<file path="config.mk">
export PLATFORM = sky130hd
export DESIGN_NAME = best_partition_result_select
export DESIGN_NICKNAME = d
export VERILOG_FILES = /design/src/hw/rtl/bprs_pkg.sv /design/src/hw/rtl/bprs_tracker.sv /design/src/hw/rtl/best_partition_result_select.sv
export VERILOG_INCLUDE_DIRS = /design/src /design/src/hw/rtl
export SDC_FILE = /design/constraint.sdc
export NUM_CORES = 1
export LEC_CHECK = 0
export ABC_AREA = 1
export BUFFER_PORTS_ARGS = -buffer_cell sky130_fd_sc_hd__buf_2
export CAP_MARGIN = 20
export CORE_MARGIN = 3
export CORE_UTILIZATION = 33
export DETAILED_ROUTE_END_ITERATION = 6
export HOLD_SLACK_MARGIN = 0.05
export PLACE_DENSITY = 0.55
export REMOVE_ABC_BUFFERS = 1
export SLEW_MARGIN = 15
export SYNTH_ARGS = -nofsm -noshare
export SYNTH_HDL_FRONTEND = slang
export SYNTH_SLANG_ARGS = --single-unit
</file>
<file path="constraint.sdc">
create_clock -name aclk -period 8.2 [get_ports aclk]
set_clock_uncertainty 0.15 [all_clocks]
set_input_delay 2.05 -clock aclk [delete_from_list [all_inputs] [get_ports aclk]]
set_output_delay 2.05 -clock aclk [all_outputs]
set_load 0.1 [all_outputs]
</file>
<file path="src/hw/rtl/best_partition_result_select_defines.svh">
// assertion macros for the best partition result select block
`ifndef BEST_PARTITION_RESULT_SELECT_DEFINES_SVH
`define BEST_PARTITION_RESULT_SELECT_DEFINES_SVH

// same-cycle implication, disabled while in reset
`define BPRS_ASSERT_NOW(label, clk, rstn, ante, cons, msg) \
    label: assert property (@(posedge clk) disable iff (!(rstn)) (ante) |-> (cons)) \
        else $error(msg);

// next-cycle implication, disabled while in reset
`define BPRS_ASSERT_NEXT(label, clk, rstn, ante, cons, msg) \
    label: assert property (@(posedge clk) disable iff (!(rstn)) (ante) |=> (cons)) \
        else $error(msg);

`endif

</file>
<file path="src/hw/rtl/bprs_pkg.sv">
// types and constants shared by the best partition result select block
`default_nettype none

package bprs_pkg;

    localparam int MAX_CANDIDATES = 256;
    localparam int CNT_W          = $clog2(MAX_CANDIDATES + 1);
    localparam int IDX_W          = 8;
    localparam int CUT_W          = 32;
    localparam int IMB_W          = 32;

    typedef struct packed {
        logic [CUT_W-1:0] cut_weight;
        logic             bal_flag;
        logic [IMB_W-1:0] imbalance;
        logic             last;
    } cand_t;

    typedef struct packed {
        logic [IDX_W-1:0] best_index;
        logic             chose_balanced;
        logic             overflow;
    } result_t;

endpackage

`default_nettype wire

</file>
<file path="src/hw/rtl/bprs_tracker.sv">
// running-best tracker over one run of candidates
`default_nettype none

`include "best_partition_result_select_defines.svh"

module bprs_tracker
    import bprs_pkg::*;
(
    input  wire logic    aclk,
    input  wire logic    aresetn,
    input  wire logic    take,
    input  wire cand_t   cand,
    output result_t      res
);

    logic [CNT_W-1:0] count_reg, count_next;
    logic             seen_bal_reg, seen_bal_next;
    logic [IDX_W-1:0] first_bal_idx_reg, first_bal_idx_next;
    logic             seen_nz_reg, seen_nz_next;
    logic [IDX_W-1:0] best_bal_idx_reg, best_bal_idx_next;
    logic [CUT_W-1:0] best_bal_cut_reg, best_bal_cut_next;
    logic             seen_unb_reg, seen_unb_next;
    logic [IDX_W-1:0] best_unb_idx_reg, best_unb_idx_next;
    logic [IMB_W-1:0] best_unb_imb_reg, best_unb_imb_next;
    logic [CUT_W-1:0] best_unb_cut_reg, best_unb_cut_next;

    logic             full;
    logic             use_cand;
    logic [IDX_W-1:0] pos;

    assign full     = (count_reg == CNT_W'(MAX_CANDIDATES));
    assign use_cand = take && !full;
    assign pos      = IDX_W'(count_reg);

    always_comb begin
        count_next         = count_reg;
        seen_bal_next      = seen_bal_reg;
        first_bal_idx_next = first_bal_idx_reg;
        seen_nz_next       = seen_nz_reg;
        best_bal_idx_next  = best_bal_idx_reg;
        best_bal_cut_next  = best_bal_cut_reg;
        seen_unb_next      = seen_unb_reg;
        best_unb_idx_next  = best_unb_idx_reg;
        best_unb_imb_next  = best_unb_imb_reg;
        best_unb_cut_next  = best_unb_cut_reg;

        if (use_cand) begin
            count_next = count_reg + CNT_W'(1);
            if (cand.bal_flag) begin
                if (!seen_bal_reg) begin
                    seen_bal_next      = 1'b1;
                    first_bal_idx_next = pos;
                end
                if ((cand.cut_weight != '0) &&
                    (!seen_nz_reg || (cand.cut_weight < best_bal_cut_reg))) begin
                    seen_nz_next      = 1'b1;
                    best_bal_idx_next = pos;
                    best_bal_cut_next = cand.cut_weight;
                end
            end else begin
                if (!seen_unb_reg || (cand.imbalance < best_unb_imb_reg) ||
                    ((cand.imbalance == best_unb_imb_reg) &&
                     (cand.cut_weight < best_unb_cut_reg))) begin
                    seen_unb_next     = 1'b1;
                    best_unb_idx_next = pos;
                    best_unb_imb_next = cand.imbalance;
                    best_unb_cut_next = cand.cut_weight;
                end
            end
        end

        // result of the run, valid when the last beat is taken
        res.chose_balanced = seen_bal_next;
        res.overflow       = full;
        if (seen_bal_next) begin
            res.best_index = seen_nz_next ? best_bal_idx_next : first_bal_idx_next;
        end else begin
            res.best_index = best_unb_idx_next;
        end
    end

    always_ff @(posedge aclk) begin
        if (!aresetn || (take && cand.last)) begin
            count_reg         <= '0;
            seen_bal_reg      <= 1'b0;
            first_bal_idx_reg <= '0;
            seen_nz_reg       <= 1'b0;
            best_bal_idx_reg  <= '0;
            best_bal_cut_reg  <= '0;
            seen_unb_reg      <= 1'b0;
            best_unb_idx_reg  <= '0;
            best_unb_imb_reg  <= '0;
            best_unb_cut_reg  <= '0;
        end else begin
            count_reg         <= count_next;
            seen_bal_reg      <= seen_bal_next;
            first_bal_idx_reg <= first_bal_idx_next;
            seen_nz_reg       <= seen_nz_next;
            best_bal_idx_reg  <= best_bal_idx_next;
            best_bal_cut_reg  <= best_bal_cut_next;
            seen_unb_reg      <= seen_unb_next;
            best_unb_idx_reg  <= best_unb_idx_next;
            best_unb_imb_reg  <= best_unb_imb_next;
            best_unb_cut_reg  <= best_unb_cut_next;
        end
    end

    `BPRS_ASSERT_NOW(a_count_in_range, aclk, aresetn, 1'b1, count_reg <= CNT_W'(MAX_CANDIDATES), "candidate count beyond limit")
    `BPRS_ASSERT_NEXT(a_run_cleared, aclk, aresetn, take && cand.last, count_reg == '0 && !seen_bal_reg && !seen_unb_reg, "run state not cleared after last beat")

endmodule

`default_nettype wire

</file>
<file path="src/hw/rtl/best_partition_result_select.sv">
// top level of the best partition result select block
//
//  channel | dir | tdata                                | tuser                           | tlast
//  s_      | in  | [31:0] cut_weight, [63:32] imbalance | [0] bal_flag                    | last
//  m_      | out | [7:0] best_index                     | [0] chose_balanced [1] overflow | -
//
// one input beat per cycle; each beat is registered, then compared combinationally against
// the running bests, and the last beat of a run loads the result register
// a result is loaded from the running bests as its last beat leaves the input register
// input keeps flowing while a result waits, only a last beat stalls on a full
// result register
// aresetn is synchronous and clears the run state and both valid flags
`default_nettype none

`include "best_partition_result_select_defines.svh"

module best_partition_result_select
    import bprs_pkg::*;
(
    input  wire logic        aclk,
    input  wire logic        aresetn,
    input  wire logic        s_tvalid,
    output logic             s_tready,
    input  wire logic [63:0] s_tdata,  // cut_weight, imbalance
    input  wire logic [0:0]  s_tuser,  // bal_flag
    input  wire logic        s_tlast,
    output logic             m_tvalid,
    input  wire logic        m_tready,
    output logic [7:0]       m_tdata,  // best_index
    output logic [1:0]       m_tuser   // chose_balanced, overflow
);

    logic    in_valid_reg;
    cand_t   in_reg;
    logic    out_valid_reg;
    result_t out_reg;
    result_t res;
    logic    out_free;
    logic    advance;
    logic    s_beat;

    assign out_free = !out_valid_reg || m_tready;
    assign advance  = in_valid_reg && (!in_reg.last || out_free);
    assign s_tready = !in_valid_reg || advance;
    assign s_beat   = s_tvalid && s_tready;

    bprs_tracker u_tracker (
        .aclk    (aclk),
        .aresetn (aresetn),
        .take    (advance),
        .cand    (in_reg),
        .res     (res)
    );

    always_ff @(posedge aclk) begin
        if (!aresetn) begin
            in_valid_reg  <= 1'b0;
            out_valid_reg <= 1'b0;
        end else begin
            if (s_beat) begin
                in_valid_reg <= 1'b1;
            end else if (advance) begin
                in_valid_reg <= 1'b0;
            end
            if (advance && in_reg.last) begin
                out_valid_reg <= 1'b1;
            end else if (m_tready) begin
                out_valid_reg <= 1'b0;
            end
        end
    end

    always_ff @(posedge aclk) begin
        if (s_beat) begin
            in_reg.cut_weight <= s_tdata[31:0];
            in_reg.imbalance  <= s_tdata[63:32];
            in_reg.bal_flag   <= s_tuser[0];
            in_reg.last       <= s_tlast;
        end
        if (advance && in_reg.last) begin
            out_reg <= res;
        end
    end

    assign m_tvalid = out_valid_reg;
    assign m_tdata  = out_reg.best_index;
    assign m_tuser  = {out_reg.overflow, out_reg.chose_balanced};

    `BPRS_ASSERT_NOW(a_stall_only_when_held, aclk, aresetn, !s_tready, in_valid_reg && in_reg.last && out_valid_reg, "input stalled without a waiting last beat")
    `BPRS_ASSERT_NEXT(a_last_gives_result, aclk, aresetn, advance && in_reg.last, out_valid_reg, "last beat did not load a result")
    `BPRS_ASSERT_NEXT(a_result_not_dropped, aclk, aresetn, out_valid_reg && !m_tready, out_valid_reg && $stable(out_reg), "waiting result lost or changed")

endmodule

`default_nettype wire
</file>
# After elaboration in Yosys (flattened, before gate mapping)
# Cells that the tools add are included.
[word_totals]
ff_bits = 210
in_bits = 70
out_inout_bits = 12
[classes]
n_addsub = 1
magnitude_cmp = 3
eq_ne = 2
muxes = 20
bitwise = 1
n_reduce_logical = 25
[ops]
columns = ["cell", "n"]
rows = [
  ["32-bit less-than comparator", 3],
  ["8-bit two-way mux", 11],
  ["32-bit == test", 1],
  ["32-bit nonzero test", 1],
  ["9-bit by 1-bit adder with 9-bit output, second input constant", 1],
  ["9-bit == test, second input constant", 1],
  ["1-bit two-way mux", 9],
  ["1-bit logical NOT", 7],
  ["1-bit logical OR", 7],
  ["1-bit logical AND", 6],
  ["3-bit AND reduction", 2],
  ["2-bit nonzero test", 2],
  ["1-bit inverter", 1],
]

# Logic depth before layout (Yosys ltp)
# Gate-level depths: netlist (run 1).
[logic_depth]
depth_word = 8
mapped_depth = 19
ltp_nobuf = 18

# Hierarchy
# Synthesis (run 1) repeated with hierarchy kept, for this count alone.
[unflattened]
cells_unflattened = 1158
hier_area_um2 = 10024.6
[modules_own_cells]
columns = ["module", "n_inst", "cells_per_inst", "area_per_inst_um2", "seq_area_each_um2"]
rows = [
  ["bprs_tracker", 1, 1063, 7621.1, 2642.5],
  ["best_partition_result_select", 1, 95, 2403.6, 2322.2],
]

# Worst setup path before layout (run 1)
# OpenSTA, ideal clock, no wires.
[synth_timing]
path_kind = "input to output"
startpoint = "input m_tready"
endpoint = "output s_tready"
arrival_ns = 2.970
required_time_ns = 6.000
path_slack_ns = 3.030
path_stages = 2
cell_sequence = "nor2_1 > nand3_1"
[synth_between]
elab_chain_cells = 4
[synth_rtl]
columns = ["element", "line_no", "source"]
rows = [
  ["from (decl)", "best_partition_result_select.sv:28", "input wire logic m_tready,"],
  ["1-bit logical OR", "best_partition_result_select.sv:42", "assign out_free = !out_valid_reg || m_tready;"],
  ["1-bit logical OR", "best_partition_result_select.sv:43", "assign advance = in_valid_reg && (!in_reg.last || out_free);"],
  ["1-bit logical AND", "best_partition_result_select.sv:43", ""],
  ["1-bit logical OR", "best_partition_result_select.sv:44", "assign s_tready = !in_valid_reg || advance;"],
  ["to (decl)", "best_partition_result_select.sv:23", "output logic s_tready,"],
]
# No other way between the ends.

# Worst setup path after layout (run 1)
# Ends and elaborated chain as after synthesis.

==> results of run 1 <==
critical path, stage by stage:
cell and delay, ps:
buf_2 100, nor2_1 150, nand3_1 130, buf_2 320
area by class of cell:
type / instances / area share [%]
clock buffer: 31 / 5.63
clock inverter: 14 / 0.532
inverter: 168 / 5.50
multi-input combinational: 740 / 36.9
sequential: 210 / 43.1
tap: 390 / 4.24
timing repair buffer: 87 / 4.09
how the worst min path moves through the flow:
stage,start,to,slack [ps],cells after the start
finish,u_tracker.seen_unb_reg,u_tracker.seen_unb_reg,310,2
detailed placement,u_tracker.seen_unb_reg,u_tracker.seen_unb_reg,300,2
global route,u_tracker.best_bal_cut_reg[19],u_tracker.best_bal_cut_reg[19],330,2
CTS,u_tracker.seen_unb_reg,u_tracker.seen_unb_reg,310,2
global placement,u_tracker.seen_unb_reg,u_tracker.seen_unb_reg,290,2
floorplan,u_tracker.best_bal_cut_reg[10],u_tracker.best_bal_cut_reg[10],290,2
stage by stage:
step	cell area [um^2]	power, uW	instances
2_1_floorplan	9840	1350	1118
6_report	11500	2380	1640
3_3_place_gp	10800	1420	1593
5_1_grt	11500	2510	1640
4_1_cts	11500	2420	1639
3_5_place_dp	10800	1430	1594
synth_stat cells:
cell type,number,share of area [%]
inv_4,1,0.062
nor2_8,1,0.20
o21a_1,5,0.37
ha_1,96,12
o21bai_1,1,0.074
inv_2,3,0.11
clkinv_1,1,0.037
inv_1,163,6.1
edfxtp_1,76,23
clkbuf_1,21,0.78
nand3_1,110,5.5
nor3b_1,1,0.074
nor3_1,17,0.84
nor2_4,1,0.11
buf_6,8,0.89
nand2_2,4,0.25
nor4b_1,1,0.087
nor4_1,9,0.56
a21boi_0,1,0.074
a21o_1,1,0.074
a31oi_1,1,0.062
nand2_1,218,8.1
nor3_2,2,0.20
nand4_2,1,0.12
a21oi_1,155,7.7
buf_2,14,0.69
nand2_4,2,0.22
o21ai_2,8,0.69
or2_1,1,0.062
nand4_1,7,0.43
dfxtp_1,134,27
buf_4,1,0.074
nor2_1,45,1.7
nand3_2,2,0.20
o21ai_0,48,2.4
o21ai_1,2,0.099
power groups by stage:
stage / Sequential (uW) / Combinational [uW] / Clock [uW]
detailed placement: 1180 / 248 / 0
global route: 1160 / 289 / 1060
floorplan: 1190 / 161 / 0
finish: 1160 / 245 / 975
CTS: 1160 / 249 / 1010
global placement: 1180 / 242 / 0
logic make-up after synthesis:
kind of cell	Yosys count	synth area share, %
AOI/OAI and AO/OA	222	11.5
DFF	210	49.2
buffers and inverters	212	8.72
and+or+nand+nor	422	18.6
adders and majority gates	96	11.9
placed cells by master, fill, tap and decap left out, types with 25 or more instances in the layout:
master and n:
a21oi_1 155, buf_2 81, clkbuf_16 25, dfxtp_1 134
edfxtp_1 76, ha_1 96, inv_1 161, nand2_1 217
nand3_1 110, nor2_1 45, o21ai_0 48
routing by layer:
| layer | vias to the layer above | GRT usage (%) | wire (um) |
|---|---|---|---|
| li1 | 4015 | - | - |
| met1 | 3474 | 18.1 | 10500 |
| met2 | 123 | 23.1 | 10100 |
| met3 | 31 | 2.13 | 966 |
| met4 | 0 | 3.81 | 472 |
| met5 | - | 0 | 0 |
==> flow_summary.ini, run 1 <==
[status]
status = completed

[power]
cell_internal_pwr_uw = 1770
swShare_pct = 25.5
clkPwrFrac_pct = 41.0
power.static_leakage_uw = 0.00453
p_per_area_nw_per_um2 = 207
peakVddDrop_mv = 0.149
p_sw_uw = 606
p_comb_share_pct = 10.3
p_seq_share_pct = 48.7

[global_route]
gr-total-overflow = 0
grt_max_degree = 74
grt_usage_pct = 13.6
grt_first_pass_wirelength_um = 37700
antenna_found_initial = 0
grt_pass1_vias = 7544

[layout]
utilization_pct = 38.5
syn2layout_area_growth_pct = 14.2
nNetsFinal = 1398
fill_cells = 3041
seq_area_um2 = 4960
largest_register_ffs = 66
multi_input_area_um2 = 4250
antenna_cells = 0
drive_gt1_share_pct = 11.4

[synthesis]
netlist_area_um2 = 10100
avgSynthCellArea_um2 = 8.68
ys_warn_count = 0
syn_inst = 1162
ys_seq_elements = 210
yosys.cell_types.count = 36
yosysSeqAreaShare_pct = 49.2

[sta]
hold_viol_final = 0
setup_slack_ps = 3260
worstMarginPinSlew_ps = 1020
tns_ps = 0
setup_viol = 0
slew_violations = 0
rsz0062_at_grt = false
fin_crit_sh_pct = 60.3
fin_crit_ps = 4940
whs_ps = 306
clock.fmax_mhz = 202
relSlewSlack_pct = 31.6

[worst_setup_path]
critPathArrivalTime_ps = 2740
setup.worst_path.end = s_tready
startpoint = m_tready
ff2ff_setup_slack_ps = 4700
r2r-end = u_tracker.best_bal_cut_reg[6]
crit_type = in -> out
r2r_cells = 13
worstPathRequired_ps = 6000
start_kind = input port
r2r-start = u_tracker.count_reg[0]
worstPathMaxFanout = 3
critPathCaptureType = output port

[routing]
drtAntennaViolNets = 0
routed_via_density = 4.66
wirelength_um = 22100
drtIter0Drc = 442
drc = 0
dr.pass1.iters = 5
wire_per_inst_um = 13.5
vias = 7643

[die]
die_area_um2 = 32700
ios = 82
initial_core_util_pct = 33.8
die_x_um = 181
rows = 63
die_h_um = 181
core-area_um2 = 29900

[cts]
post_cts_buffers = 0
clk_latency_ps = 520
clockRootBuffer = clkbuf_16
cts_tree = done
cts_max_path_buffers = 3
clkTransAtPathRegs_ps = 60
cts-resized-gates = 0
cts_made_buffers = 25
cts_max_level = 1
clkSinkCount = 210
holdBufCountCts = 0

[flow_run]
drv_cap = 0

[place]
pre_cts_ws_ps = 3260
post-dp-hpwl_um = 14100
io_buffers = 81
gp_congestion = 0.800

[min_path]
hp-class = reg -> reg
Power figures use the tool's default switching activity.
==> run 2: changes to the inputs <==
--- a/config.mk
+++ b/config.mk
@@ -6,14 +6,14 @@
 export SDC_FILE = /design/constraint.sdc
 export NUM_CORES = 1
 export LEC_CHECK = 0
-export ABC_AREA = 1
+export ABC_AREA = 0
 export BUFFER_PORTS_ARGS = -buffer_cell sky130_fd_sc_hd__buf_2
 export CAP_MARGIN = 20
 export CORE_MARGIN = 3
 export CORE_UTILIZATION = 33
 export DETAILED_ROUTE_END_ITERATION = 6
 export HOLD_SLACK_MARGIN = 0.05
-export PLACE_DENSITY = 0.55
+export PLACE_DENSITY = 0.57
 export REMOVE_ABC_BUFFERS = 1
 export SLEW_MARGIN = 15
 export SYNTH_ARGS = -nofsm -noshare
==> constraint.sdc (replaced) <==
create_clock -name aclk -period 4.3 [get_ports aclk]
set_clock_uncertainty 0.15 [all_clocks]
set_input_delay 1.075 -clock aclk [delete_from_list [all_inputs] [get_ports aclk]]
set_output_delay 1.075 -clock aclk [all_outputs]
set_load 0.1 [all_outputs]
==> flow_summary.ini, run 2 <==
[synthesis]
synthXorXnorAreaFrac_pct = 0.680
post-synth-top-area-cell = dfxtp_1
synthAdderAreaFrac_pct = 11.7
synth_async_sr_flop_share_pct = 0
netlist_area_um2 = 10300
syn_inst = 1033
ys_warn_count = 0
yosys.cell_types.count = 60
ys.flop_type = dfxtp_1
ys_seq_elements = 210
synth_area_leaders = dfxtp_1 (26%), edfxtp_1 (22%), ha_1 (12%)
ys_top_cells_by_count = dfxtp_1 (134), nand2_1 (111), inv_1 (109)
synth_top_area_share_pct = 26.0
synthSimpleGateAreaFrac_pct = 15.0
muxShareOfSynthArea_pct = 7.77
avgSynthCellArea_um2 = 9.98
yosysMostFrequentCell = dfxtp_1
synth_enable_flop_cells = 76
yosysSeqAreaShare_pct = 48.2
synth_compound_area_share_pct = 10.5
synth_top_family_by_area = simple AND/OR/NAND/NOR gates

[die]
core-area_um2 = 30700
initial_core_util_pct = 33.6
ios = 82
die_h_um = 183
rows = 64
die_x_um = 183
die_area_um2 = 33400

[layout]
antenna_cells = 0
largest_register_ffs = 66
final_common_cell = dfxtp_1
syn2layout_area_growth_pct = 15.8
drive_gt1_share_pct = 13.1
stdcell_count = 1523
nNetsFinal = 1277
layout_common_cells = dfxtp_1 (134), nand2_1 (111), inv_1 (109)

[cts]
cts_max_path_buffers = 3
cts_made_buffers = 23
clkTransAtPathRegs_ps = 60
cts_tree = done
clk_latency_ps = 500
clkSinkCount = 210
post_cts_buffers = 0
clockRootBuffer = clkbuf_16
cts-resized-gates = 0
holdBufCountCts = 0
cts_max_level = 1

[sta]
rsz0062_at_grt = false
tns_ps = 0
worstMarginPinSlew_ps = 915
setup_viol = 0
setup_slack_ps = 615
clock.fmax_mhz = 271
relSlewSlack_pct = 38.7
hold_viol_final = 0
fin_crit_sh_pct = 85.7
fin_crit_ps = 3690
slew_violations = 0

[worst_setup_path]
crit_slowest_cell = or4_1
path_cells = ha_1 -> nand4_1 -> or3_1 -> or4_1 -> a21oi_2 -> o21ai_4 -> nor2_8 -> buf_12 -> mux2i_1 -> nor2_1
critPathArrivalTime_ps = 3910
critPathCaptureType = register
worstPathMaxFanout = 28
critPathMaxStageDelay_ps = 550
r2r_cells = 10
r2r-start = in_reg[65]
worstPathRequired_ps = 4530
setup.worst_path.end = u_tracker.best_unb_imb_reg[31]
crit_type = reg -> reg
ff2ff_setup_slack_ps = 610
start_kind = register
startpoint = in_reg[65]
r2r-end = u_tracker.best_unb_imb_reg[31]

[global_route]
gr-total-overflow = 0
grt_pass1_vias = 7404
grt_max_degree = 61
antenna_found_initial = 0
grt_first_pass_wirelength_um = 37800
grt_usage_pct = 13.5

[place]
pre_cts_ws_ps = 466
io_buffers = 81
place_inst = 1482
post-dp-hpwl_um = 15400
gp_congestion = 0.778

[power]
p_per_area_nw_per_um2 = 386
power.static_leakage_uw = 0.00485
peakVddDrop_mv = 0.340

[routing]
wirelength_um = 22200
drc = 0
drtIter0Drc = 368
drtAntennaViolNets = 0
routed_via_density = 4.89
dr.pass1.iters = 4
wire_per_inst_um = 14.6
vias = 7447

[min_path]
hp-class = reg -> reg

[flow_run]
drv_cap = 0

[status]
status = completed
run 2: worst min-delay path by stage:
stage / from / end / slack, ps / cells after the start
after floorplan: u_tracker.best_bal_idx_reg[1] / u_tracker.best_bal_idx_reg[1] / 280 / 2
after global placement: u_tracker.best_bal_idx_reg[7] / u_tracker.best_bal_idx_reg[7] / 290 / 2
after detailed placement: u_tracker.best_bal_idx_reg[3] / u_tracker.best_bal_idx_reg[3] / 290 / 2
after CTS: u_tracker.best_bal_idx_reg[3] / u_tracker.best_bal_idx_reg[3] / 300 / 2
after global routing: u_tracker.best_bal_cut_reg[31] / u_tracker.best_bal_cut_reg[31] / 320 / 2
final: u_tracker.best_bal_idx_reg[3] / u_tracker.best_bal_idx_reg[3] / 300 / 2
run 2: routing by layer:
metal	up-vias	track usage (%)	share of wire, %
li1	3772	-	-
met1	3515	18.0	47
met2	124	23.0	47
met3	36	1.95	3.7
met4	0	3.87	2.6
met5	-	0	0
run 2: kinds of logic (layout without fill, tap and decap cells):
kind of cell	after synthesis	after routing
AND/OR/NAND/NOR	319	319
flip-flops	210	210
AO/OA/AOI/OAI	166	166
buffers and inverters	154	248
adder cells (fa/ha/maj)	96	96
multiplexers	80	80
XOR/XNOR	8	8
run 2: cell type report:
| cell class | instances | area [um^2] |
|---|---|---|
| clock inverter | 9 | 67.6 |
| multi-input combinational | 669 | 4730 |
| fill | 3001 | 18700 |
| timing repair buffer | 97 | 588 |
| tap | 396 | 495 |
| clock buffer | 32 | 681 |
| sequential | 210 | 4960 |
| inverter | 110 | 413 |
run 2: worst max-delay path: cells and delay by family (launching register included):
kind | cells | cell delay, ps
compound gates | 2 | 380
fa+ha+maj | 1 | 370
buf+inv | 1 | 300
flops | 1 | 460
mux | 1 | 210
simple gates | 5 | 1670
run 2: stage by stage:
step | cell area, um^2 | hold slack [ps] | util (%) | total power (uW)
floorplan | 10100 | 278 | - | 2560
global placement | 11200 | 285 | 36.5 | 2720
detailed placement | 11200 | 291 | 36.5 | 2730
CTS | 11900 | 299 | 38.9 | 4680
global route | 11900 | 316 | 38.9 | 4830
finish | 11900 | 296 | 38.9 | 4610
run 2: power by group:
part / switching, uW / internal, uW
registers: 68.7 / 2150
logic: 275 / 191
clock network: 774 / 1160
